File: config.mk
export PLATFORM = sky130hd
export DESIGN_NAME = rbu_interp_flat
export DESIGN_NICKNAME = d
export VERILOG_FILES = /design/src/rbu_pkg.sv /design/src/rbu_if.sv /design/src/rbu_interp.sv /design/src/flat_wrapper.sv
export SDC_FILE = /design/constraint.sdc
export NUM_CORES = 2
export LEC_CHECK = 0
export ABC_AREA = 1
export BUFFER_PORTS_ARGS = -buffer_cell sky130_fd_sc_hd__buf_4
export CAP_MARGIN = 20
export CORE_ASPECT_RATIO = 2
export CORE_MARGIN = 1.5
export CORE_UTILIZATION = 40
export CTS_BUF_LIST = sky130_fd_sc_hd__clkbuf_8
export CTS_CLUSTER_SIZE = 10
export DETAILED_ROUTE_END_ITERATION = 6
export PLACE_DENSITY_LB_ADDON = 0.05
export SETUP_SLACK_MARGIN = 0.2
export SYNTH_ARGS = -nofsm -noshare
export SYNTH_HDL_FRONTEND = slang
export SYNTH_SLANG_ARGS = --single-unit
File: constraint.sdc
create_clock -name clk_i -period 10.2 [get_ports clk_i]
set_clock_uncertainty 0.1 [all_clocks]
set_input_delay 1.53 -clock clk_i [delete_from_list [all_inputs] [get_ports clk_i]]
set_output_delay 1.53 -clock clk_i [all_outputs]
set_load 0.1 [all_outputs]
File: src/rbu_pkg.sv
package rbu_pkg;

  localparam int MAX_WIDTH  = 1024;
  localparam int MAX_HEIGHT = 1024;

  localparam int COL_W     = $clog2(MAX_WIDTH);
  localparam int ROW_W     = $clog2(MAX_HEIGHT);
  localparam int CH_W      = 8;
  localparam int PIX_W     = 3 * CH_W;
  localparam int POS_W     = 12;
  localparam int SCALE_W   = 3;
  localparam int DIM_W     = 11;
  localparam int CFG_W     = 11;
  localparam int CFG_IDX_W = 2;
  localparam int CNT_MAX_W = (COL_W > ROW_W) ? COL_W : ROW_W;
  localparam int CMP_W     = ((CNT_MAX_W + 1 > DIM_W) ? CNT_MAX_W + 1 : DIM_W) + 1;
  localparam int PROD_W    = 2 * CH_W;
  localparam int SUM_W     = PROD_W + 2;
  localparam int NBLK      = 4;

  localparam logic [CFG_IDX_W-1:0] REG_SCALE  = 2'd0;
  localparam logic [CFG_IDX_W-1:0] REG_WIDTH  = 2'd1;
  localparam logic [CFG_IDX_W-1:0] REG_HEIGHT = 2'd2;

  localparam logic [SCALE_W-1:0] SCALE_THREE = 3'd3;
  localparam logic [SCALE_W-1:0] SCALE_RESET = 3'd4;
  localparam logic [DIM_W-1:0]   DIM_RESET   = 11'd1024;

  typedef struct packed {
    logic [PIX_W-1:0] cur;
    logic [PIX_W-1:0] left;
    logic [COL_W-1:0] c;
    logic [ROW_W-1:0] r;
    logic             s3;
    logic             lastc;
    logic             lastr;
    logic [NBLK-1:0]  mask;
  } item_t;

  typedef struct packed {
    logic [CH_W-1:0] w0;
    logic [CH_W-1:0] w1;
    logic [CH_W-1:0] w2;
    logic [CH_W-1:0] w3;
    logic [3:0]      sh;
  } wt_t;

  typedef struct packed {
    logic [PIX_W-1:0] ul;
    logic [PIX_W-1:0] ur;
    logic [PIX_W-1:0] ll;
    logic [PIX_W-1:0] lr;
    wt_t              wt;
    logic [POS_W-1:0] col;
    logic [POS_W-1:0] row;
    logic             last_run;
    logic             frame_end;
  } gen_t;

  function automatic logic [CH_W-1:0] chan(logic [PIX_W-1:0] p, int k);
    return p[PIX_W-1-CH_W*k -: CH_W];
  endfunction

  function automatic wt_t weights(logic s3, logic [1:0] dy, logic [1:0] dx);
    wt_t w;
    w = '{8'd1, 8'd0, 8'd0, 8'd0, 4'd0};
    if (s3) begin
      case ({dy, dx})
        4'b0000: w = '{8'd1,   8'd0,   8'd0,   8'd0,   4'd0};
        4'b0001: w = '{8'd171, 8'd85,  8'd0,   8'd0,   4'd8};
        4'b0010: w = '{8'd85,  8'd171, 8'd0,   8'd0,   4'd8};
        4'b0100: w = '{8'd171, 8'd0,   8'd85,  8'd0,   4'd8};
        4'b0101: w = '{8'd114, 8'd57,  8'd57,  8'd28,  4'd8};
        4'b0110: w = '{8'd57,  8'd114, 8'd28,  8'd57,  4'd8};
        4'b1000: w = '{8'd85,  8'd0,   8'd171, 8'd0,   4'd8};
        4'b1001: w = '{8'd57,  8'd28,  8'd114, 8'd57,  4'd8};
        4'b1010: w = '{8'd28,  8'd57,  8'd57,  8'd114, 4'd8};
        default: w = '{8'd1,   8'd0,   8'd0,   8'd0,   4'd0};
      endcase
    end else begin
      case ({dy, dx})
        4'b0000: w = '{8'd1, 8'd0, 8'd0, 8'd0, 4'd0};
        4'b0001: w = '{8'd3, 8'd1, 8'd0, 8'd0, 4'd2};
        4'b0010: w = '{8'd1, 8'd1, 8'd0, 8'd0, 4'd1};
        4'b0011: w = '{8'd1, 8'd3, 8'd0, 8'd0, 4'd2};
        4'b0100: w = '{8'd3, 8'd0, 8'd1, 8'd0, 4'd2};
        4'b0101: w = '{8'd9, 8'd3, 8'd3, 8'd1, 4'd4};
        4'b0110: w = '{8'd3, 8'd3, 8'd1, 8'd1, 4'd3};
        4'b0111: w = '{8'd3, 8'd9, 8'd1, 8'd3, 4'd4};
        4'b1000: w = '{8'd1, 8'd0, 8'd1, 8'd0, 4'd1};
        4'b1001: w = '{8'd3, 8'd1, 8'd3, 8'd1, 4'd3};
        4'b1010: w = '{8'd1, 8'd1, 8'd1, 8'd1, 4'd2};
        4'b1011: w = '{8'd1, 8'd3, 8'd1, 8'd3, 4'd3};
        4'b1100: w = '{8'd1, 8'd0, 8'd3, 8'd0, 4'd2};
        4'b1101: w = '{8'd3, 8'd1, 8'd9, 8'd3, 4'd4};
        4'b1110: w = '{8'd1, 8'd1, 8'd3, 8'd3, 4'd3};
        4'b1111: w = '{8'd1, 8'd3, 8'd3, 8'd9, 4'd4};
        default: w = '{8'd1, 8'd0, 8'd0, 8'd0, 4'd0};
      endcase
    end
    return w;
  endfunction

endpackage

File: src/rbu_if.sv


interface rbu_res_if;
  logic                      valid;
  logic                      ready;
  logic [rbu_pkg::CH_W-1:0]  red_out;
  logic [rbu_pkg::CH_W-1:0]  green_out;
  logic [rbu_pkg::CH_W-1:0]  blue_out;
  logic [rbu_pkg::POS_W-1:0] out_col;
  logic [rbu_pkg::POS_W-1:0] out_row;
  logic                      last_of_run;
  logic                      frame_done;

  modport source (output valid, red_out, green_out, blue_out, out_col, out_row,
                  last_of_run, frame_done, input ready);
  modport sink   (input valid, red_out, green_out, blue_out, out_col, out_row,
                  last_of_run, frame_done, output ready);
endinterface

File: src/rbu_interp.sv
module rbu_interp (
  input  logic          clk_i,
  input  logic          rst_ni,
  input  logic          gen_valid_i,
  input  rbu_pkg::gen_t gen_i,
  output logic          en_o,
  rbu_res_if.source     res_o
);

  logic                         s1_valid_q;
  logic [rbu_pkg::PROD_W-1:0]   prod_q [3][4];
  logic [rbu_pkg::PROD_W-1:0]   prod_d [3][4];
  logic [3:0]                   sh_q;
  logic [rbu_pkg::POS_W-1:0]    s1_col_q;
  logic [rbu_pkg::POS_W-1:0]    s1_row_q;
  logic                         s1_last_q;
  logic                         s1_fd_q;

  logic                         out_valid_q;
  logic [rbu_pkg::CH_W-1:0]     ch_q [3];
  logic [rbu_pkg::CH_W-1:0]     ch_d [3];
  logic [rbu_pkg::POS_W-1:0]    col_q;
  logic [rbu_pkg::POS_W-1:0]    row_q;
  logic                         last_q;
  logic                         fd_q;
  logic [rbu_pkg::SUM_W-1:0]    sum;

  assign en_o = !out_valid_q || res_o.ready;

  always_comb begin
    for (int k = 0; k < 3; k++) begin
      prod_d[k][0] = rbu_pkg::PROD_W'(rbu_pkg::chan(gen_i.ul, k)) * rbu_pkg::PROD_W'(gen_i.wt.w0);
      prod_d[k][1] = rbu_pkg::PROD_W'(rbu_pkg::chan(gen_i.ur, k)) * rbu_pkg::PROD_W'(gen_i.wt.w1);
      prod_d[k][2] = rbu_pkg::PROD_W'(rbu_pkg::chan(gen_i.ll, k)) * rbu_pkg::PROD_W'(gen_i.wt.w2);
      prod_d[k][3] = rbu_pkg::PROD_W'(rbu_pkg::chan(gen_i.lr, k)) * rbu_pkg::PROD_W'(gen_i.wt.w3);
    end
  end

  always_comb begin
    sum = '0;
    for (int k = 0; k < 3; k++) begin
      sum = rbu_pkg::SUM_W'(prod_q[k][0]) + rbu_pkg::SUM_W'(prod_q[k][1])
          + rbu_pkg::SUM_W'(prod_q[k][2]) + rbu_pkg::SUM_W'(prod_q[k][3]);
      ch_d[k] = rbu_pkg::CH_W'(sum >> sh_q);
    end
  end

  always_ff @(posedge clk_i or negedge rst_ni) begin
    if (!rst_ni) begin
      s1_valid_q  <= 1'b0;
      out_valid_q <= 1'b0;
    end else if (en_o) begin
      s1_valid_q  <= gen_valid_i;
      out_valid_q <= s1_valid_q;
    end
  end

  always_ff @(posedge clk_i) begin
    if (en_o) begin
      prod_q    <= prod_d;
      sh_q      <= gen_i.wt.sh;
      s1_col_q  <= gen_i.col;
      s1_row_q  <= gen_i.row;
      s1_last_q <= gen_i.last_run;
      s1_fd_q   <= gen_i.frame_end;
      ch_q      <= ch_d;
      col_q     <= s1_col_q;
      row_q     <= s1_row_q;
      last_q    <= s1_last_q;
      fd_q      <= s1_fd_q;
    end
  end

  assign res_o.valid       = out_valid_q;
  assign res_o.red_out     = ch_q[0];
  assign res_o.green_out   = ch_q[1];
  assign res_o.blue_out    = ch_q[2];
  assign res_o.out_col     = col_q;
  assign res_o.out_row     = row_q;
  assign res_o.last_of_run = last_q;
  assign res_o.frame_done  = fd_q;

endmodule

File: src/flat_wrapper.sv
// flat-port wrapper written by rule: the top's interface ports become plain ports
module rbu_interp_flat 
  (clk_i, rst_ni, gen_valid_i, gen_i, en_o, res_o_valid, res_o_red_out, res_o_green_out, res_o_blue_out, res_o_out_col, res_o_out_row, res_o_last_of_run, res_o_frame_done, res_o_ready);
  rbu_res_if res_o_i ();
  input  logic clk_i;
  input  logic rst_ni;
  input  logic gen_valid_i;
  input  rbu_pkg::gen_t gen_i;
  output logic en_o;
  output wire logic [$bits(res_o_i.valid)-1:0] res_o_valid;
  output wire logic [$bits(res_o_i.red_out)-1:0] res_o_red_out;
  output wire logic [$bits(res_o_i.green_out)-1:0] res_o_green_out;
  output wire logic [$bits(res_o_i.blue_out)-1:0] res_o_blue_out;
  output wire logic [$bits(res_o_i.out_col)-1:0] res_o_out_col;
  output wire logic [$bits(res_o_i.out_row)-1:0] res_o_out_row;
  output wire logic [$bits(res_o_i.last_of_run)-1:0] res_o_last_of_run;
  output wire logic [$bits(res_o_i.frame_done)-1:0] res_o_frame_done;
  input wire logic [$bits(res_o_i.ready)-1:0] res_o_ready;
  assign res_o_valid = res_o_i.valid;
  assign res_o_red_out = res_o_i.red_out;
  assign res_o_green_out = res_o_i.green_out;
  assign res_o_blue_out = res_o_i.blue_out;
  assign res_o_out_col = res_o_i.out_col;
  assign res_o_out_row = res_o_i.out_row;
  assign res_o_last_of_run = res_o_i.last_of_run;
  assign res_o_frame_done = res_o_i.frame_done;
  assign res_o_i.ready = res_o_ready;
  rbu_interp u_core (.clk_i(clk_i), .rst_ni(rst_ni), .gen_valid_i(gen_valid_i), .gen_i(gen_i), .en_o(en_o), .res_o(res_o_i));
endmodule
==> flow_metrics.tcl <==
set metrics [dict create \
    cp.required_ps 10610 \
    max_freq_mhz 195 \
    yosys_warnings 0 \
    die_h_um 462 \
    wl_met2_um 71300 \
    cts_tree "built" \
    finalCritPeriodShare_pct 50.3 \
    startpoint_type "input pin" \
    worst_pin_slew_ps 1030 \
    drive_gt1_share_pct 5.60 \
    avgSynthCellArea_sq_um 7.85 \
    vias 33354 \
    dp.cells 6759 \
    grt_usage_pct 23.7 \
    syn-cell-area_sq_mm 0.0421 \
    root_buffer "clkbuf_8" \
    dr_wl_met3_um 3030 \
    nets 6623 \
    drc 0 \
    grt_pass1_wl_um 193000 \
    yosysUniqueCellTypes 41 \
    fin_setup_tns_ps 0 \
    ant_nets 0 \
    drt_first_pass_iters 5 \
    htree_levels 2 \
    relSlewSlack_pct 31.5 \
    antenna_found_initial 1 \
    dp_hpwl_um 104000 \
    cp_max_fo 24 \
    wl_per_cell_um 18.1 \
    die_w_um 233 \
    core_area_sq_mm 0.105 \
    setup.worst_path.class "in2reg" \
    r2r-start "u_core.prod_q[176]" \
    rsz0062_at_grt "false" \
    cap_viol_max_count 0 \
    clk_pin_slew_worst_paths_ps 60 \
    fillers 10974 \
    timing.rr.end "u_core.res_o.red_out[3]" \
    num_rows 168 \
    io_pins 214 \
    top_layer "met4" \
    globalRoute.totalOverflow 0 \
    grt_pass1_vias 35963 \
    grt_max_degree 133 \
    cts_hold_buf 0 \
    wl_met1_um 40300 \
    drv_slew 0 \
    hold_start "u_core.s1_last_q" \
    ff2ff_setup_slack_ps 5140 \
    start_util_pct 40.3 \
    post_cts_resized 0 \
    fp.dieArea_sq_mm 0.107 \
    outcome "finished clean" \
    setup_violations 0 \
    clk_latency_ps 690 \
    synthCells 5370 \
    syn-num-nets 6546 \
    final.min_clock_period_ps 5130 \
    clockBufferDepth 3 \
    syn2layout_area_growth_pct 8.35 \
    end_kind "flop" \
    min_to "u_core.res_o.last_of_run" \
    min_path_type "reg2reg" \
    stdcell_count 6843 \
    reg2regPathDepth 21 \
    cts_buffers 46 \
    postCtsSetupBuffers 0 \
    hold_violations 0 \
    ys_seq_area_share_pct 19.5 \
    gp_congestion 0.935 \
    cp_data_arrival_time_ps 5540 \
    synth_seq_cells 274 \
    routed_wirelength_um 124000 \
    drt_iter0_markers 1171 \
    cts_sinks 274 \
    viasPerCell 4.87 \
    io_buffers 213 \
    hold_path_depth 0 \
]
==> layout make-up <==
type                       instances  area [sq um]  share of cell area, %
clock buffer                      47           647                   1.42
antenna                            1          2.50                0.00548
tap                             1360          1700                   3.73
multi-input combinational       3466         27700                   60.7
sequential                       274          8220                   18.0
inverter                        1438          5400                   11.8
clock inverter                    36           310                  0.680
timing repair buffer             221          1670                   3.66
==> per-layer routing <==
| metal | GRT usage, % | up-vias |
|---|---|---|
| met5 | 0 | - |
| met4 | 15.8 | 0 |
| met3 | 2.03 | 266 |
| met2 | 48.7 | 579 |
| met1 | 21.3 | 16101 |
| li1 | - | 16408 |
==> worst max path at each step <==
stage | from | cells after the start | end | slack, ps
detailed placement | gen_i[40] | 16 | u_core.prod_q[28] | 4380
finish | gen_i[56] | 16 | u_core.prod_q[60] | 5070
global placement | gen_i[40] | 18 | u_core.prod_q[159] | 4400
global route | u_core.prod_q[176] | 21 | u_core.res_o.red_out[0] | 4840
floorplan | res_o_ready | 2 | en_o | 630
CTS | gen_i[40] | 18 | u_core.prod_q[159] | 5120
==> cells in the mapped netlist (all sizes together) <==
master / instances / area [sq um]
inv: 1438 / 5400
nand2: 1382 / 5190
ha: 528 / 6610
fa: 486 / 9730
nand3: 398 / 2000
edfxtp: 272 / 8170
a21oi: 174 / 871
clkbuf: 159 / 653
xor2: 138 / 1210
nor2: 93 / 359
o21ai: 75 / 398
nand4: 45 / 282
xnor2: 45 / 394
buf: 33 / 168
a31oi: 25 / 156
nor3: 22 / 110
o21bai: 14 / 105
and2: 11 / 68.8
a21o: 10 / 75.1
o211ai: 6 / 45.0
a211oi: 4 / 30.0
a21boi: 2 / 15.0
a31o: 2 / 17.5
dfrtp: 2 / 50.1
o2111ai: 2 / 17.5
nand3b: 1 / 7.51
nor4: 1 / 6.26
o31ai: 1 / 7.51
or2: 1 / 6.26
==> placed cells by master (no fill, tap or decap), drive strengths merged, types with 4 or more instances in the layout <==
| master | n |
|---|---|
| a211oi | 4 |
| a21o | 10 |
| a21oi | 174 |
| a31oi | 25 |
| and2 | 11 |
| buf | 221 |
| bufinv | 5 |
| clkbuf | 47 |
| clkinv | 16 |
| clkinvlp | 4 |
| edfxtp | 272 |
| fa | 486 |
| ha | 528 |
| inv | 1449 |
| nand2 | 1382 |
| nand3 | 398 |
| nand4 | 45 |
| nor2 | 93 |
| nor3 | 22 |
| o211ai | 6 |
| o21ai | 75 |
| o21bai | 14 |
| xnor2 | 45 |
| xor2 | 138 |
==> worst max-delay path, stage by stage <==
cell	delay, ps
buf_4	290
nand2_1	130
fa_1	520
fa_1	540
inv_1	50
fa_1	480
inv_1	50
fa_1	470
inv_1	60
ha_1	340
a21oi_1	200
inv_1	60
a31oi_1	220
o21ai_0	180
a21oi_1	200
xor2_1	210
==> kinds of logic (layout without fill, tap and decap cells) <==
group | Yosys count | after routing | share of synthesized area (%)
AO/OA/AOI/OAI | 315 | 315 | 4.12
flip-flops | 274 | 274 | 19.5
buffers and inverters | 1630 | 1742 | 14.8
other | 0 | 1 | 0
XOR/XNOR | 183 | 183 | 3.80
AND/OR/NAND/NOR | 1954 | 1954 | 19.1
adder cells (fa/ha/maj) | 1014 | 1014 | 38.8
==> registers in the layout (all words and copies together) (netlist names), 8 cells and up <==
name,flops
u_core.prod_q,192
u_core.res_o.out_col,12
u_core.res_o.out_row,12
u_core.s1_col_q,12
u_core.s1_row_q,12
u_core.res_o.blue_out,8
u_core.res_o.green_out,8
u_core.res_o.red_out,8
==> stage by stage <==
step / setup slack (ps) / cell area (sq um) / hold WS, ps / util [%]
6_report: 5070 / 45700 / 319 / 43.6
5_1_grt: 4840 / 45700 / 326 / 43.6
4_1_cts: 5120 / 45700 / 312 / 43.6
3_5_place_dp: 4380 / 44700 / 305 / 42.7
3_3_place_gp: 4400 / 44700 / 300 / 42.7
2_1_floorplan: 634 / 42100 / 300 / -
Power is left out: the tool's default activity adds up to more than one toggle a clock period on the data nets, which glitch-free logic cannot reach.
