### src/rbu_pkg.sv
package rbu_pkg;

  localparam int MAX_WIDTH  = 1024;
  localparam int MAX_HEIGHT = 1024;

  localparam int COL_W     = $clog2(MAX_WIDTH);
  localparam int ROW_W     = $clog2(MAX_HEIGHT);
  localparam int CH_W      = 8;
  localparam int PIX_W     = 3 * CH_W;
  localparam int POS_W     = 12;
  localparam int SCALE_W   = 3;
  localparam int DIM_W     = 11;
  localparam int CFG_W     = 11;
  localparam int CFG_IDX_W = 2;
  localparam int CNT_MAX_W = (COL_W > ROW_W) ? COL_W : ROW_W;
  localparam int CMP_W     = ((CNT_MAX_W + 1 > DIM_W) ? CNT_MAX_W + 1 : DIM_W) + 1;
  localparam int PROD_W    = 2 * CH_W;
  localparam int SUM_W     = PROD_W + 2;
  localparam int NBLK      = 4;

  localparam logic [CFG_IDX_W-1:0] REG_SCALE  = 2'd0;
  localparam logic [CFG_IDX_W-1:0] REG_WIDTH  = 2'd1;
  localparam logic [CFG_IDX_W-1:0] REG_HEIGHT = 2'd2;

  localparam logic [SCALE_W-1:0] SCALE_THREE = 3'd3;
  localparam logic [SCALE_W-1:0] SCALE_RESET = 3'd4;
  localparam logic [DIM_W-1:0]   DIM_RESET   = 11'd1024;

  typedef struct packed {
    logic [PIX_W-1:0] cur;
    logic [PIX_W-1:0] left;
    logic [COL_W-1:0] c;
    logic [ROW_W-1:0] r;
    logic             s3;
    logic             lastc;
    logic             lastr;
    logic [NBLK-1:0]  mask;
  } item_t;

  typedef struct packed {
    logic [CH_W-1:0] w0;
    logic [CH_W-1:0] w1;
    logic [CH_W-1:0] w2;
    logic [CH_W-1:0] w3;
    logic [3:0]      sh;
  } wt_t;

  typedef struct packed {
    logic [PIX_W-1:0] ul;
    logic [PIX_W-1:0] ur;
    logic [PIX_W-1:0] ll;
    logic [PIX_W-1:0] lr;
    wt_t              wt;
    logic [POS_W-1:0] col;
    logic [POS_W-1:0] row;
    logic             last_run;
    logic             frame_end;
  } gen_t;

  function automatic logic [CH_W-1:0] chan(logic [PIX_W-1:0] p, int k);
    return p[PIX_W-1-CH_W*k -: CH_W];
  endfunction

  function automatic wt_t weights(logic s3, logic [1:0] dy, logic [1:0] dx);
    wt_t w;
    w = '{8'd1, 8'd0, 8'd0, 8'd0, 4'd0};
    if (s3) begin
      case ({dy, dx})
        4'b0000: w = '{8'd1,   8'd0,   8'd0,   8'd0,   4'd0};
        4'b0001: w = '{8'd171, 8'd85,  8'd0,   8'd0,   4'd8};
        4'b0010: w = '{8'd85,  8'd171, 8'd0,   8'd0,   4'd8};
        4'b0100: w = '{8'd171, 8'd0,   8'd85,  8'd0,   4'd8};
        4'b0101: w = '{8'd114, 8'd57,  8'd57,  8'd28,  4'd8};
        4'b0110: w = '{8'd57,  8'd114, 8'd28,  8'd57,  4'd8};
        4'b1000: w = '{8'd85,  8'd0,   8'd171, 8'd0,   4'd8};
        4'b1001: w = '{8'd57,  8'd28,  8'd114, 8'd57,  4'd8};
        4'b1010: w = '{8'd28,  8'd57,  8'd57,  8'd114, 4'd8};
        default: w = '{8'd1,   8'd0,   8'd0,   8'd0,   4'd0};
      endcase
    end else begin
      case ({dy, dx})
        4'b0000: w = '{8'd1, 8'd0, 8'd0, 8'd0, 4'd0};
        4'b0001: w = '{8'd3, 8'd1, 8'd0, 8'd0, 4'd2};
        4'b0010: w = '{8'd1, 8'd1, 8'd0, 8'd0, 4'd1};
        4'b0011: w = '{8'd1, 8'd3, 8'd0, 8'd0, 4'd2};
        4'b0100: w = '{8'd3, 8'd0, 8'd1, 8'd0, 4'd2};
        4'b0101: w = '{8'd9, 8'd3, 8'd3, 8'd1, 4'd4};
        4'b0110: w = '{8'd3, 8'd3, 8'd1, 8'd1, 4'd3};
        4'b0111: w = '{8'd3, 8'd9, 8'd1, 8'd3, 4'd4};
        4'b1000: w = '{8'd1, 8'd0, 8'd1, 8'd0, 4'd1};
        4'b1001: w = '{8'd3, 8'd1, 8'd3, 8'd1, 4'd3};
        4'b1010: w = '{8'd1, 8'd1, 8'd1, 8'd1, 4'd2};
        4'b1011: w = '{8'd1, 8'd3, 8'd1, 8'd3, 4'd3};
        4'b1100: w = '{8'd1, 8'd0, 8'd3, 8'd0, 4'd2};
        4'b1101: w = '{8'd3, 8'd1, 8'd9, 8'd3, 4'd4};
        4'b1110: w = '{8'd1, 8'd1, 8'd3, 8'd3, 4'd3};
        4'b1111: w = '{8'd1, 8'd3, 8'd3, 8'd9, 4'd4};
        default: w = '{8'd1, 8'd0, 8'd0, 8'd0, 4'd0};
      endcase
    end
    return w;
  endfunction

endpackage

### src/rbu_gen.sv
module rbu_gen (
  input  logic                      clk_i,
  input  logic                      rst_ni,
  input  logic                      a_valid_i,
  input  rbu_pkg::item_t            a_item_i,
  input  logic [rbu_pkg::PIX_W-1:0] above_i,
  output logic                      a_take_o,
  input  logic                      en_i,
  output logic                      gen_valid_o,
  output rbu_pkg::gen_t             gen_o
);

  logic                         w_valid_q;
  rbu_pkg::item_t               w_q;
  logic [rbu_pkg::PIX_W-1:0]    w_above_q;
  logic [rbu_pkg::PIX_W-1:0]    w_ul_q;
  logic [rbu_pkg::PIX_W-1:0]    ul_q;
  logic [rbu_pkg::NBLK-1:0]     rem_q;
  logic [1:0]                   dx_q;
  logic [1:0]                   dy_q;

  logic [rbu_pkg::NBLK-1:0]     blk_oh;
  logic [rbu_pkg::NBLK-1:0]     rem_next;
  logic [1:0]                   smax;
  logic                         last_dx;
  logic                         blk_end;
  logic                         emit;
  logic                         step;
  logic                         done;
  logic                         load;
  logic [rbu_pkg::POS_W-1:0]    c12;
  logic [rbu_pkg::POS_W-1:0]    r12;
  logic [rbu_pkg::POS_W-1:0]    bc;
  logic [rbu_pkg::POS_W-1:0]    br;
  logic [rbu_pkg::POS_W-1:0]    bc_s;
  logic [rbu_pkg::POS_W-1:0]    br_s;

  assign blk_oh   = rem_q & (~rem_q + rbu_pkg::NBLK'(1));
  assign rem_next = rem_q & ~blk_oh;
  assign smax     = w_q.s3 ? 2'd2 : 2'd3;
  assign last_dx  = (dx_q == smax);
  assign blk_end  = last_dx && (dy_q == smax);
  assign emit     = w_valid_q && (rem_q != '0);
  assign step     = emit && en_i;
  assign done     = w_valid_q && ((rem_q == '0) || (step && blk_end && (rem_next == '0)));
  assign a_take_o = !w_valid_q || done;
  assign load     = a_valid_i && a_take_o;

  assign c12 = rbu_pkg::POS_W'(w_q.c);
  assign r12 = rbu_pkg::POS_W'(w_q.r);

  always_comb begin
    case (blk_oh)
      4'b0001: begin
        gen_o.ul = w_ul_q;
        gen_o.ur = w_above_q;
        gen_o.ll = w_q.left;
        gen_o.lr = w_q.cur;
        bc       = c12 - rbu_pkg::POS_W'(1);
        br       = r12 - rbu_pkg::POS_W'(1);
      end
      4'b0010: begin
        gen_o.ul = w_above_q;
        gen_o.ur = w_above_q;
        gen_o.ll = w_q.cur;
        gen_o.lr = w_q.cur;
        bc       = c12;
        br       = r12 - rbu_pkg::POS_W'(1);
      end
      4'b0100: begin
        gen_o.ul = w_q.left;
        gen_o.ur = w_q.cur;
        gen_o.ll = w_q.left;
        gen_o.lr = w_q.cur;
        bc       = c12 - rbu_pkg::POS_W'(1);
        br       = r12;
      end
      default: begin
        gen_o.ul = w_q.cur;
        gen_o.ur = w_q.cur;
        gen_o.ll = w_q.cur;
        gen_o.lr = w_q.cur;
        bc       = c12;
        br       = r12;
      end
    endcase
    bc_s = w_q.s3 ? rbu_pkg::POS_W'({bc, 1'b0}) + bc : rbu_pkg::POS_W'({bc, 2'b00});
    br_s = w_q.s3 ? rbu_pkg::POS_W'({br, 1'b0}) + br : rbu_pkg::POS_W'({br, 2'b00});
    gen_o.col       = bc_s + rbu_pkg::POS_W'(dx_q);
    gen_o.row       = br_s + rbu_pkg::POS_W'(dy_q);
    gen_o.wt        = rbu_pkg::weights(w_q.s3, dy_q, dx_q);
    gen_o.last_run  = blk_end && (rem_next == '0);
    gen_o.frame_end = blk_end && (rem_next == '0) && w_q.lastr && w_q.lastc;
  end

  assign gen_valid_o = emit;

  always_ff @(posedge clk_i or negedge rst_ni) begin
    if (!rst_ni) begin
      w_valid_q <= 1'b0;
      ul_q      <= '0;
      rem_q     <= '0;
      dx_q      <= '0;
      dy_q      <= '0;
    end else if (load) begin
      w_valid_q <= 1'b1;
      ul_q      <= above_i;
      rem_q     <= a_item_i.mask;
      dx_q      <= '0;
      dy_q      <= '0;
    end else if (done) begin
      w_valid_q <= 1'b0;
      rem_q     <= '0;
      dx_q      <= '0;
      dy_q      <= '0;
    end else if (step) begin
      if (last_dx) begin
        dx_q <= '0;
        if (blk_end) begin
          dy_q  <= '0;
          rem_q <= rem_next;
        end else begin
          dy_q <= dy_q + 2'd1;
        end
      end else begin
        dx_q <= dx_q + 2'd1;
      end
    end
  end

  always_ff @(posedge clk_i) begin
    if (load) begin
      w_q       <= a_item_i;
      w_above_q <= above_i;
      w_ul_q    <= ul_q;
    end
  end

endmodule

### config.mk
export PLATFORM = sky130hd
export DESIGN_NAME = rbu_gen
export DESIGN_NICKNAME = d
export VERILOG_FILES = /design/src/rbu_pkg.sv /design/src/rbu_gen.sv
export SDC_FILE = /design/constraint.sdc
export NUM_CORES = 1
export LEC_CHECK = 0
export ABC_CLOCK_PERIOD_IN_PS = 12130
export BUFFER_PORTS_ARGS = -buffer_cell sky130_fd_sc_hd__buf_2
export CORE_ASPECT_RATIO = 1.1
export CORE_MARGIN = 8
export CORE_UTILIZATION = 30
export CTS_CLUSTER_SIZE = 25
export DETAILED_ROUTE_END_ITERATION = 10
export MAX_ROUTING_LAYER = met4
export PLACE_DENSITY = 0.52
export SYNTH_ARGS = -nofsm -noshare
export SYNTH_HDL_FRONTEND = slang
export SYNTH_SLANG_ARGS = --single-unit
### constraint.sdc
create_clock -name clk_i -period 12.13 [get_ports clk_i]
set_input_delay 2.426 -clock clk_i [delete_from_list [all_inputs] [get_ports clk_i]]
set_output_delay 2.426 -clock clk_i [all_outputs]
set_load 0.05 [all_outputs]
==> reports/results.txt, run 1 <==
The flow ran to the end, and the final reports show no timing, DRC or antenna violations. The die covers 37300 um^2. The synthesized netlist contains 81 unique library cells.

The number of max-slew violations in the final report is 0. The min-delay analysis places its worst path in the category reg -> reg. For the pin with the worst max-slew slack, the measured transition is 981 ps. Setup repair after global routing left no endpoint under its margin. After clock tree synthesis, the setup repair step added 0 buffers. The run gives 0.303 as the effective utilization at floorplan. The area of the core region was 31100 um^2; the global-route track usage on met2 was 0.269.

The maximum level of the CTS H-tree is 4, and the data arrival time of the critical path is 5550 ps. The run gives 0 as the max-capacitance violation count. By startpoint and endpoint, the worst setup path is classified as reg -> out.

The cell with the largest stage delay on the worst path is sky130_fd_sc_hd__dfrtp_2. In this run the most used layer during global routing was met2. Before antenna repair, the detailed router went through 5 iterations.

The tree is rooted in a sky130_fd_sc_hd__clkbuf_16. Measured in cells, the most critical reg-to-reg path has a length of 13. Registers take 4400 um^2. Entering global routing, the biggest net connects 83 pins.

Met1 track utilization from global routing: 0.198. Summing all multi-input logic gate instances after layout gives 4520 um^2. TritonCTS built the clock tree. The synthesized netlist net count was 1182.

The total global-route track usage came out at 0.164. The synthesis-to-layout area growth was 22.4%. The tools report the reg-to-reg critical path endpoint as rem_q[3]. Counting the fill cells in the layout gives 3236.

For the standard-cell row count, the log shows 68. In this run the deepest clock path goes through 2 buffers. The proportion of synthesized flip-flops having asynchronous set or reset was 0.217; the share of final-layout standard cells stronger than drive strength 1 was 0.260. The sequential share of the synthesized area was 0.467; the post-synth design cell area was 9420 um^2.

Buffers inserted during clock tree synthesis total 17. The run gives 5 as the initial antenna violation count. The clock transition at the register clock pins on the worst setup and hold paths after CTS is 80 ps, and the insertion delay to the later sink of the worst-skew pair is 450 ps.

The number of global-route vias before repair is 8384, and the number of input and output port buffers inserted is 261. The detailed router finished its first iteration with 481 violations. Top fanout value on the critical path: 30. The met3 layer usage reported by global route is 0.0404. The share of Yosys cell area claimed by the top area cell type is 0.379. The first-pass GRT wire length came out at 46300 um.

The critical path's largest stage delay works out to 890 ps. Clock tree synthesis found a total of 152 sinks. The final cycle utilization of the critical path was 0.658; the average cell area after synthesis was 9.03 um^2.

Number of failing hold endpoints at the final stage: 0. The final routed wire length divided by cell count was 17.7 um. The count of pins on the block boundary was 263. The sink of the worst hold path was w_ul_q[10]. Routability-driven placement finished with a final weighted congestion of 0.844. Counting I/O delays and the setup requirement, the final critical path takes 7980 ps. Sorting the synthesized cells by area gives the leading types as sky130_fd_sc_hd__edfxtp_1 38%, sky130_fd_sc_hd__nand2_1 11%, sky130_fd_sc_hd__dfrtp_1 8.8%. The cell taking the most area after synthesis was sky130_fd_sc_hd__edfxtp_1.

The tools report the overall via count from detail_route as 8207. The cell depth of the worst min-delay path is 0. The most used flip-flop cell after synthesis is sky130_fd_sc_hd__edfxtp_1.

For the achievable clock frequency, the log shows 125 MHz. Summed over all layers, the global routing overflow is 0. After detailed routing, the number of remaining DRC violations is 0.

The run gives 23.9 ps as the clock skew. The number of instances in the synthesized netlist was 1044. The startpoint identified for the worst hold timing path is ul_q[10]. The floorplan die width was 185 um.

In this run the vertical extent of the chip is 202 um. The count of state elements after synthesis works out to 152. Warning count from the yosys run: 0. The final-report setup violation count came out at 0. The setup slack of the most critical reg-to-reg path came out at 7910 ps. Yosys mapped a number of flops with a built-in enable equal to 119.

The beginning of the worst register-to-register path was w_q[6]. STA classifies the critical path endpoint as a primary output. The net count of the finished layout is 1394. The via density per instance came out at 4.84.

Once detail routing completed, the nets flagged for antenna violations numbered 0. In the final timing run, aggregate negative setup slack is 0 ps. The wire-length estimate of the detail-placed layout is 22000 um. Headroom to the max-slew limit: 0.346.

The critical path goes through or2_2, nand3_1, xnor2_1, ha_1, and3_1, a21oi_1, a31oi_1, o211ai_1, o221ai_1, a211oi_1, nand3_1, a2111oi_2, xnor2_1, buf_2. Gates resized during post-CTS repair numbered 0. The cts-stage hold buffer count is 0.

STA classifies the critical path startpoint as a flop. Data required time at the worst endpoint: 9700 ps. The final layout contains routed wiring with a total length of 30000 um.
## final cells by class
cell class | instances | share of cell area
Antenna cell | 5 | 0.00108
Clock buffer | 17 | 0.0369
Clock inverter | 15 | 0.0139
Inverter | 35 | 0.0118
Multi-Input combinational cell | 782 | 0.392
Sequential cell | 152 | 0.381
Tap cell | 420 | 0.0455
Timing Repair Buffer | 268 | 0.118
## routing by layer
metal | wire length, um | up-vias
met5 | 0 | -
met4 | 429 | 0
met1 | 13300 | 3813
met2 | 14300 | 296
li1 | - | 4071
met3 | 1960 | 27
## state kept, by name, summed over array words and instances, names as in the netlist
name       count
c12           10
dx_q           2
dy_q           2
r12           10
rem_q          4
ul_q          24
w_above_q     24
w_q           51
w_ul_q        24
w_valid_q      1
## per-stage QoR
| stage | util | hold slack, ps | setup slack (ps) | area, um^2 | cells |
|---|---|---|---|---|---|
| floorplan | - | 425 | 4780 | 9420 | 1044 |
| global placement | 0.351 | 429 | 4750 | 10900 | 1657 |
| detailed placement | 0.351 | 433 | 4600 | 10900 | 1657 |
| CTS | 0.370 | 447 | 4080 | 11500 | 1689 |
| global route | 0.371 | 450 | 3620 | 11500 | 1694 |
| finish | 0.371 | 447 | 4150 | 11500 | 1694 |
## cell usage after synthesis (20+ instances only)
cell type / instances
sky130_fd_sc_hd__nand2_1: 272
sky130_fd_sc_hd__edfxtp_1: 119
sky130_fd_sc_hd__nor2_1: 92
sky130_fd_sc_hd__a21oi_1: 63
sky130_fd_sc_hd__o21ai_0: 51
sky130_fd_sc_hd__clkbuf_1: 36
sky130_fd_sc_hd__dfrtp_1: 33
sky130_fd_sc_hd__ha_1: 33
sky130_fd_sc_hd__inv_1: 28
sky130_fd_sc_hd__xor2_1: 27
sky130_fd_sc_hd__buf_4: 26
sky130_fd_sc_hd__o22ai_1: 23
sky130_fd_sc_hd__mux2i_1: 20
## worst max-delay path: cells and delay by family, from the launching register on
kind	cells	cell delay (ps)
buf+inv	1	280
compound gates	6	1440
flops	1	890
xor+xnor	2	720
simple gates	4	1350
fa+ha+maj	1	380
## cells by family after synthesis
family / share of synthesized area
adders and majority gates: 0.0491
xor gates and xnor gates: 0.0435
muxes: 0.0227
other: 0.000398
AOI/OAI and AO/OA: 0.153
buffers and inverters: 0.0554
DFF: 0.467
and+or+nand+nor: 0.210
## cell usage in the layout (no fill, tap or decap), drive strengths merged, types with 6 or more instances in the layout
cell,synthesis,final
xnor2,18,18
o22ai,23,23
a31oi,8,8
clkinv,3,7
or3,7,7
xor2,28,28
nor2b,10,10
nand2,273,273
a21oi,63,63
nand2b,10,10
and3,7,7
nor2,93,93
buf,39,268
nand3,14,14
ha,33,33
a22oi,7,7
dfrtp,33,33
edfxtp,119,119
nor3,21,21
clkbuf,36,17
inv,32,40
mux2i,21,21
a22o,6,6
o21ai,55,55
and2,9,9
a211oi,6,6
## worst max path at each step
stage	endpoint	from	slack [ps]	cells after the start
detailed placement	gen_o[13]	rem_q[1]	4600	14
CTS	gen_o[25]	rem_q[1]	4080	15
global route	gen_o[13]	rem_q[1]	3620	14
finish	gen_o[13]	rem_q[1]	4150	14
floorplan	c12[0]	en_i	4780	6
global placement	gen_o[13]	rem_q[1]	4750	14
Power of run 1 is left out: the tool's default activity adds up to more than one toggle a clock period on the data nets, which glitch-free logic cannot reach.
==> run 2: changes to the inputs <==
ABC_CLOCK_PERIOD_IN_PS = 7000   (was 12130)
PLACE_DENSITY = 0.54   (was 0.52)
clock period = 7 ns   (was 12.13 ns; I/O delays follow)
==> run 2 against run 1 <==
Compared with the run above:
- first-iteration DRC count up 8.5%
- via count up 1.6%
- clock skew down 13 ps
- die area unchanged
- global-route usage up 0.18 points
- non-clock buffer count up 7
- critical path type unchanged
==> reports/results.txt, run 2 (synthesized netlist as in run 1, its figures left out) <==
Summed over all layers, the global routing overflow is 0. Number of gates resized after cts: 0. After floorplanning, the core was divided into 68 placement rows. Deepest clock path buffer count: 2. For this design, the sink count on the clock tree is 152. The overall via count from detail_route is 8339.

Across the run, the number of max-cap violations was 0. Of all nets on the critical path, the largest fanout is 9. For this block, the routed nets add up to 30600 um of wire.

Between clock sinks in the finished design, the worst skew comes to 10.7 ps. For the worst-skew pair, the clock arrives at the later sink with an insertion delay of 450 ps. The tools report the number of max-slew violations in the final report as 0. The final-report setup violation count was 0; the share of final-layout standard cells stronger than drive strength 1 was 0.263. In this run the worst setup path begins at rem_q[2]. The worst setup path is of the reg -> out kind. The tools report the hold path startpoint as ul_q[13]. The worst setup path is captured at a primary output. The die covers 37300 um^2. The min-delay analysis places its worst path in the category reg -> reg.

The transition at the pin with the smallest max-transition slack was 764 ps; the final critical delay including setup and external delays was 6200 ps. Clock-pin slew was measured on the worst setup and hold paths at 70 ps. Final total negative setup slack: 0 ps. The element type at the critical path start is a flop.

The number of clock buffers added by TritonCTS is 17. The number of flip-flops in the largest register is 51, and the worst slack after detailed placement is 1250 ps. The run finished with clean final reports. After floorplanning, the core was sized to cover 31100 um^2. The logs give 46800 um for the first-pass GRT wire length and 8484 for the number of global-route vias before repair. The run gives 0.491 as the headroom to the max-slew limit. 263 I/O pins were placed.

Dividing the detail-routed wire length by the instance count gives 18.0 um. The synthesis-to-layout area growth was 22.8%. Total global-route track usage: 0.166.

Post-CTS setup buffer count: 0. The initial antenna violation count came out at 6. TritonCTS built the clock tree. The placer's final routability congestion estimate was 0.862; the effective utilization at floorplan was 0.303. The achievable clock frequency was 161 MHz; the final cycle utilization of the critical path was 0.886. For this block, the initial DRC count from the detailed router was 522. The maximum level of the CTS H-tree was 4.

Across all setup checks in the final design, the least slack found is 798 ps. The data required time at the worst endpoint came out at 5600 ps. Using the TritonRoute via totals, the vias-per-cell ratio works out to 4.90.

For this run, design rule violations remaining after detail routing come to 0. Setup repair after global routing left no endpoint under its margin. The number of failing hold endpoints at the final stage is 0.

The number of detailed-routing iterations run before antenna repair is 5. For the cts-stage hold buffer count, the log shows 0. The most common cell after layout, fill and taps aside was sky130_fd_sc_hd__nand2_1. Detailed placement finished with a half-perimeter wire length of 22600 um. The largest register by flop count is w_q. Summing all placed instances gives a cell area of 11000 um^2. In this run the horizontal extent of the chip is 185 um. The count of buffers added on input and output ports is 261. Cell chosen for the clock root: sky130_fd_sc_hd__clkbuf_16.

The count of nets left with antenna violations once routing finished came out at 0. Data arrives at the worst endpoint at 4800 ps. For the design area, the log shows 11600 um^2.

For this run, the post-layout net count is 1401. The die is 202 um tall. The pin count of the biggest net entering global routing was 81. Beginning of the worst register-to-register path: w_q[6]. Leaving out fill and tap cells, the most frequent cells in the layout are 272 x sky130_fd_sc_hd__nand2_1, 261 x sky130_fd_sc_hd__buf_2, 119 x sky130_fd_sc_hd__edfxtp_1, 90 x sky130_fd_sc_hd__nor2_1, 63 x sky130_fd_sc_hd__a21oi_1.
==> run 2: changes by cell type in the layout (fill, tap and decap cells not counted), sizes merged <==
cell,before,now
diode,5,6
inv,40,39
clkinvlp,2,4
buf,268,275
clkinv,7,6
==> run 2: final cells by class <==
class | count | area (um^2)
fillers | 3234 | 19600
well taps | 420 | 526
clock buffers | 17 | 425
diodes | 6 | 15.0
flip-flops and latches | 152 | 4400
clock inverters | 15 | 140
repair buffers | 275 | 1410
multi-input cells | 782 | 4520
inverters | 35 | 136
==> run 2: final timing paths <==
kind / end / slack, ps / depth (start not counted)
worst max-delay path: gen_o[25] / 800 / 15
worst min-delay path: w_ul_q[13] / 450 / 0
worst max register to register: r12[8] / 3190 / 11
worst min register to register: w_ul_q[13] / 450 / 0
max in group asynchronous: rem_q[0] / 5580 / 2
min in group asynchronous: ul_q[3] / 1020 / 2
==> run 2: critical path: stages (launching register included) <==
cell                        delay, ps
sky130_fd_sc_hd__dfrtp_1          580
sky130_fd_sc_hd__nor2b_4          380
sky130_fd_sc_hd__nor2_4            70
sky130_fd_sc_hd__xnor2_1          290
sky130_fd_sc_hd__ha_1             250
sky130_fd_sc_hd__ha_1             210
sky130_fd_sc_hd__a21bo_2          250
sky130_fd_sc_hd__mux2i_2          240
sky130_fd_sc_hd__o31a_1           190
sky130_fd_sc_hd__o31ai_1           80
sky130_fd_sc_hd__a221o_1          330
sky130_fd_sc_hd__a2111o_1         370
sky130_fd_sc_hd__or3_4            360
sky130_fd_sc_hd__a2111oi_4        310
sky130_fd_sc_hd__xor2_1           170
sky130_fd_sc_hd__buf_2            280
==> run 2: per-layer routing <==
layer,GRT usage,part of all wire,vias to the layer above
met2,0.267,0.47,297
met1,0.195,0.44,3926
li1,-,-,4085
met4,0.0515,0.019,0
met5,-,0,-
met3,0.0514,0.075,31
==> run 2: per-stage QoR <==
stage	instances	hold WS [ps]	util
6_report	1702	446	0.372
5_1_grt	1702	462	0.372
4_1_cts	1696	449	0.371
3_5_place_dp	1664	434	0.353
3_3_place_gp	1664	431	0.353
2_1_floorplan	1044	425	-
Power of run 2 is left out for the same reason.
==> run 3: changes to the inputs <==
==> constraint.sdc (replaced) <==
create_clock -name clk_i -period 7 [get_ports clk_i]
set_input_delay 1.75 -clock clk_i [delete_from_list [all_inputs] [get_ports clk_i]]
set_output_delay 1.75 -clock clk_i [all_outputs]
set_load 0.05 [all_outputs]
==> run 3 against run 2 <==
Compared with the run above:
- clock skew is 4.4 ps higher
- register-to-register slack worse by 220 ps
- fmax down 5.1%
- sequential share of layout area shrank 0.098 points
- worst setup slack lost 340 ps
- sequential cell count is the same
- cell area increased by 0.26%
- utilization up 0.096 points
- via count is 1.1% lower
- non-clock buffer count shrank 3
- first-iteration DRC count is 1.5% higher
- final cell count shrank 0.18%
- critical path type unchanged
- largest cell class unchanged
- highest routed layer unchanged
==> reports/results.txt, run 3 (synthesized netlist as in run 1, its figures left out) <==
Clock transition at the register clock pins on the worst setup and hold paths after CTS: 80 ps. The final critical delay including setup and external delays is 6540 ps. The transition at the pin with the smallest max-transition slack is 1100 ps, and the cell depth of the worst min-delay path is 0. The flow ran to the end, and the final reports show no timing, DRC or antenna violations. The largest delay contributor family on the critical path was compound AO/OA/AOI/OAI gates.

The via density per instance is 4.85. The placer's final routability congestion estimate was 0.871; the final cycle utilization of the critical path was 0.934. Input and output buffers added on the ports amount to 261. Buffers inserted during clock tree synthesis total 17. The count of pins on the block boundary is 263. In this design, the stage delay of the slowest critical-path cell is 590 ps. In the final design database the tool counted 1398 nets. The critical path runs through a total of 15 cells.

For this design, the CTS-stage hold fixing added 0 buffers. The share of final-layout standard cells stronger than drive strength 1 came out at 0.262. The worst hold path belongs to the class reg -> reg. The most common cell after layout, fill and taps aside was sky130_fd_sc_hd__nand2_1. Setup violations remaining at the end of the flow were counted as 0.

The achievable clock frequency is 153 MHz, and the number of gates resized after cts is 0. In this run the number of H-tree levels came out at 4. The signal on the critical path passes through nor2b_4, nor2_4, xnor2_1, ha_1, ha_1, a21bo_2, mux2i_2, o31a_1, o31ai_1, a221o_1, a2111o_1, or3_4, a2111oi_4, xor2_1, buf_2. The final route contains 8247 vias.

The iteration-0 DRC count of the detailed router is 530, and the first-pass GRT wire length is 46600 um. In this run the deepest clock path goes through 2 buffers. The region available for standard cell placement spans 31100 um^2.

The insertion delay to the later sink of the worst-skew pair was 440 ps; the clock skew was 15.1 ps. The largest register by flop count is w_q. The headroom to the max-slew limit was 0.264; the worst reg-to-reg path cell count was 11. The die covers 37300 um^2. The die is 185 um wide. The sum of buffers and inverters on the critical path came out at 1. Height of the die: 202 um. For the standard-cell row count, the log shows 68. The library cells used most frequently in the layout, excluding fill and tap cells, are 272 x sky130_fd_sc_hd__nand2_1, 261 x sky130_fd_sc_hd__buf_2, 119 x sky130_fd_sc_hd__edfxtp_1, 90 x sky130_fd_sc_hd__nor2_1, 63 x sky130_fd_sc_hd__a21oi_1. Data on the critical path arrives at its endpoint at 4790 ps. Summed over all failing endpoints, the final setup total negative slack is 0 ps. The run gives 3194 as the final-layout fill cell count.

The critical path's most frequent cell was sky130_fd_sc_hd__ha_1. The tools report the type of element capturing the critical path as a primary output. The number of flip-flops in the largest register is 51.

The cell with the largest stage delay on the worst path is sky130_fd_sc_hd__dfrtp_1. Entering global routing, the biggest net connects 118 pins. The tools report the number of max-slew violations in the final report as 0. The HPWL reported at the end of detailed placement is 22400 um.

The total overflow left after global routing is 0. In this run the remaining antenna-violating nets after routing total 0. After detailed routing, the average wire length per cell comes to 18.0 um. The synthesis-to-layout area growth works out to 23.1%. The run gives 0 as the number of failing hold endpoints at the final stage.

In this run the clock root is driven by a sky130_fd_sc_hd__clkbuf_16. Setup repair after global routing left no endpoint under its margin. Once the clock tree was built, the setup fixing pass inserted 0 buffers. The number of sinks on the clock net is 152.

Of all nets on the critical path, the largest fanout is 9. The tools report the element type at the critical path start as a flop. Wires add up to 30500 um.

The setup path with the least slack is of type reg -> out. At the worst endpoint, the required time is 5250 ps. Total global-route track usage: 0.166.

The number of global-route vias before repair is 8369, and the effective utilization at floorplan is 0.303. Max-cap violations in this run came to 0. The logs give 7 for the initial antenna violation count and 0 for the number of DRC violations after detailed routing. Before antenna repair, the detailed router went through 5 iterations.

TritonCTS built the clock tree.
run 3: cell types whose count changed in the layout (fill, tap and decap cells not counted), sizes merged:
| cell | change |
|---|---|
| diode | +1 |
| clkinv | -2 |
| clkinvlp | -1 |
| bufinv | +2 |
| buf | -3 |
run 3: metrics by stage:
| stage | hold slack, ps | setup slack, ps | std cells | cell area [um^2] | utilization |
|---|---|---|---|---|---|
| 2_1_floorplan | 425 | 80.2 | 1044 | 9420 | - |
| 3_3_place_gp | 431 | 1030 | 1661 | 11000 | 0.352 |
| 3_5_place_dp | 434 | 925 | 1661 | 11000 | 0.352 |
| 4_1_cts | 443 | 425 | 1692 | 11600 | 0.372 |
| 5_1_grt | 451 | 141 | 1699 | 11600 | 0.373 |
| 6_report | 444 | 462 | 1699 | 11600 | 0.373 |
run 3: final timing paths:
path                         endpoint      from  slack (ps)
min reg2reg                w_ul_q[10]  ul_q[10]         440
min                        w_ul_q[10]  ul_q[10]         440
max in group asynchronous    rem_q[1]    rst_ni        4900
max reg2reg                 w_ul_q[9]   dy_q[0]        2970
max                         gen_o[25]  rem_q[2]         460
min in group asynchronous    ul_q[12]    rst_ni        1450
run 3: routing by layer:
layer | routed length (um) | part of all wire | up-vias | GRT usage
met5 | 0 | 0 | - | -
met4 | 374 | 0.012 | 0 | 0.0409
met3 | 2220 | 0.073 | 24 | 0.0489
met2 | 14600 | 0.48 | 287 | 0.271
met1 | 13300 | 0.44 | 3855 | 0.197
li1 | - | - | 4081 | -
run 3: area by class of cell:
type / count / area, um^2 / area share
Tap cell: 420 / 526 / 0.0453
Antenna cell: 7 / 17.5 / 0.00151
Timing Repair Buffer: 272 / 1390 / 0.120
Clock buffer: 17 / 425 / 0.0367
Inverter: 35 / 136 / 0.0118
Sequential cell: 152 / 4400 / 0.379
Clock inverter: 14 / 190 / 0.0164
Multi-Input combinational cell: 782 / 4520 / 0.389
Power of run 3 is left out for the same reason.
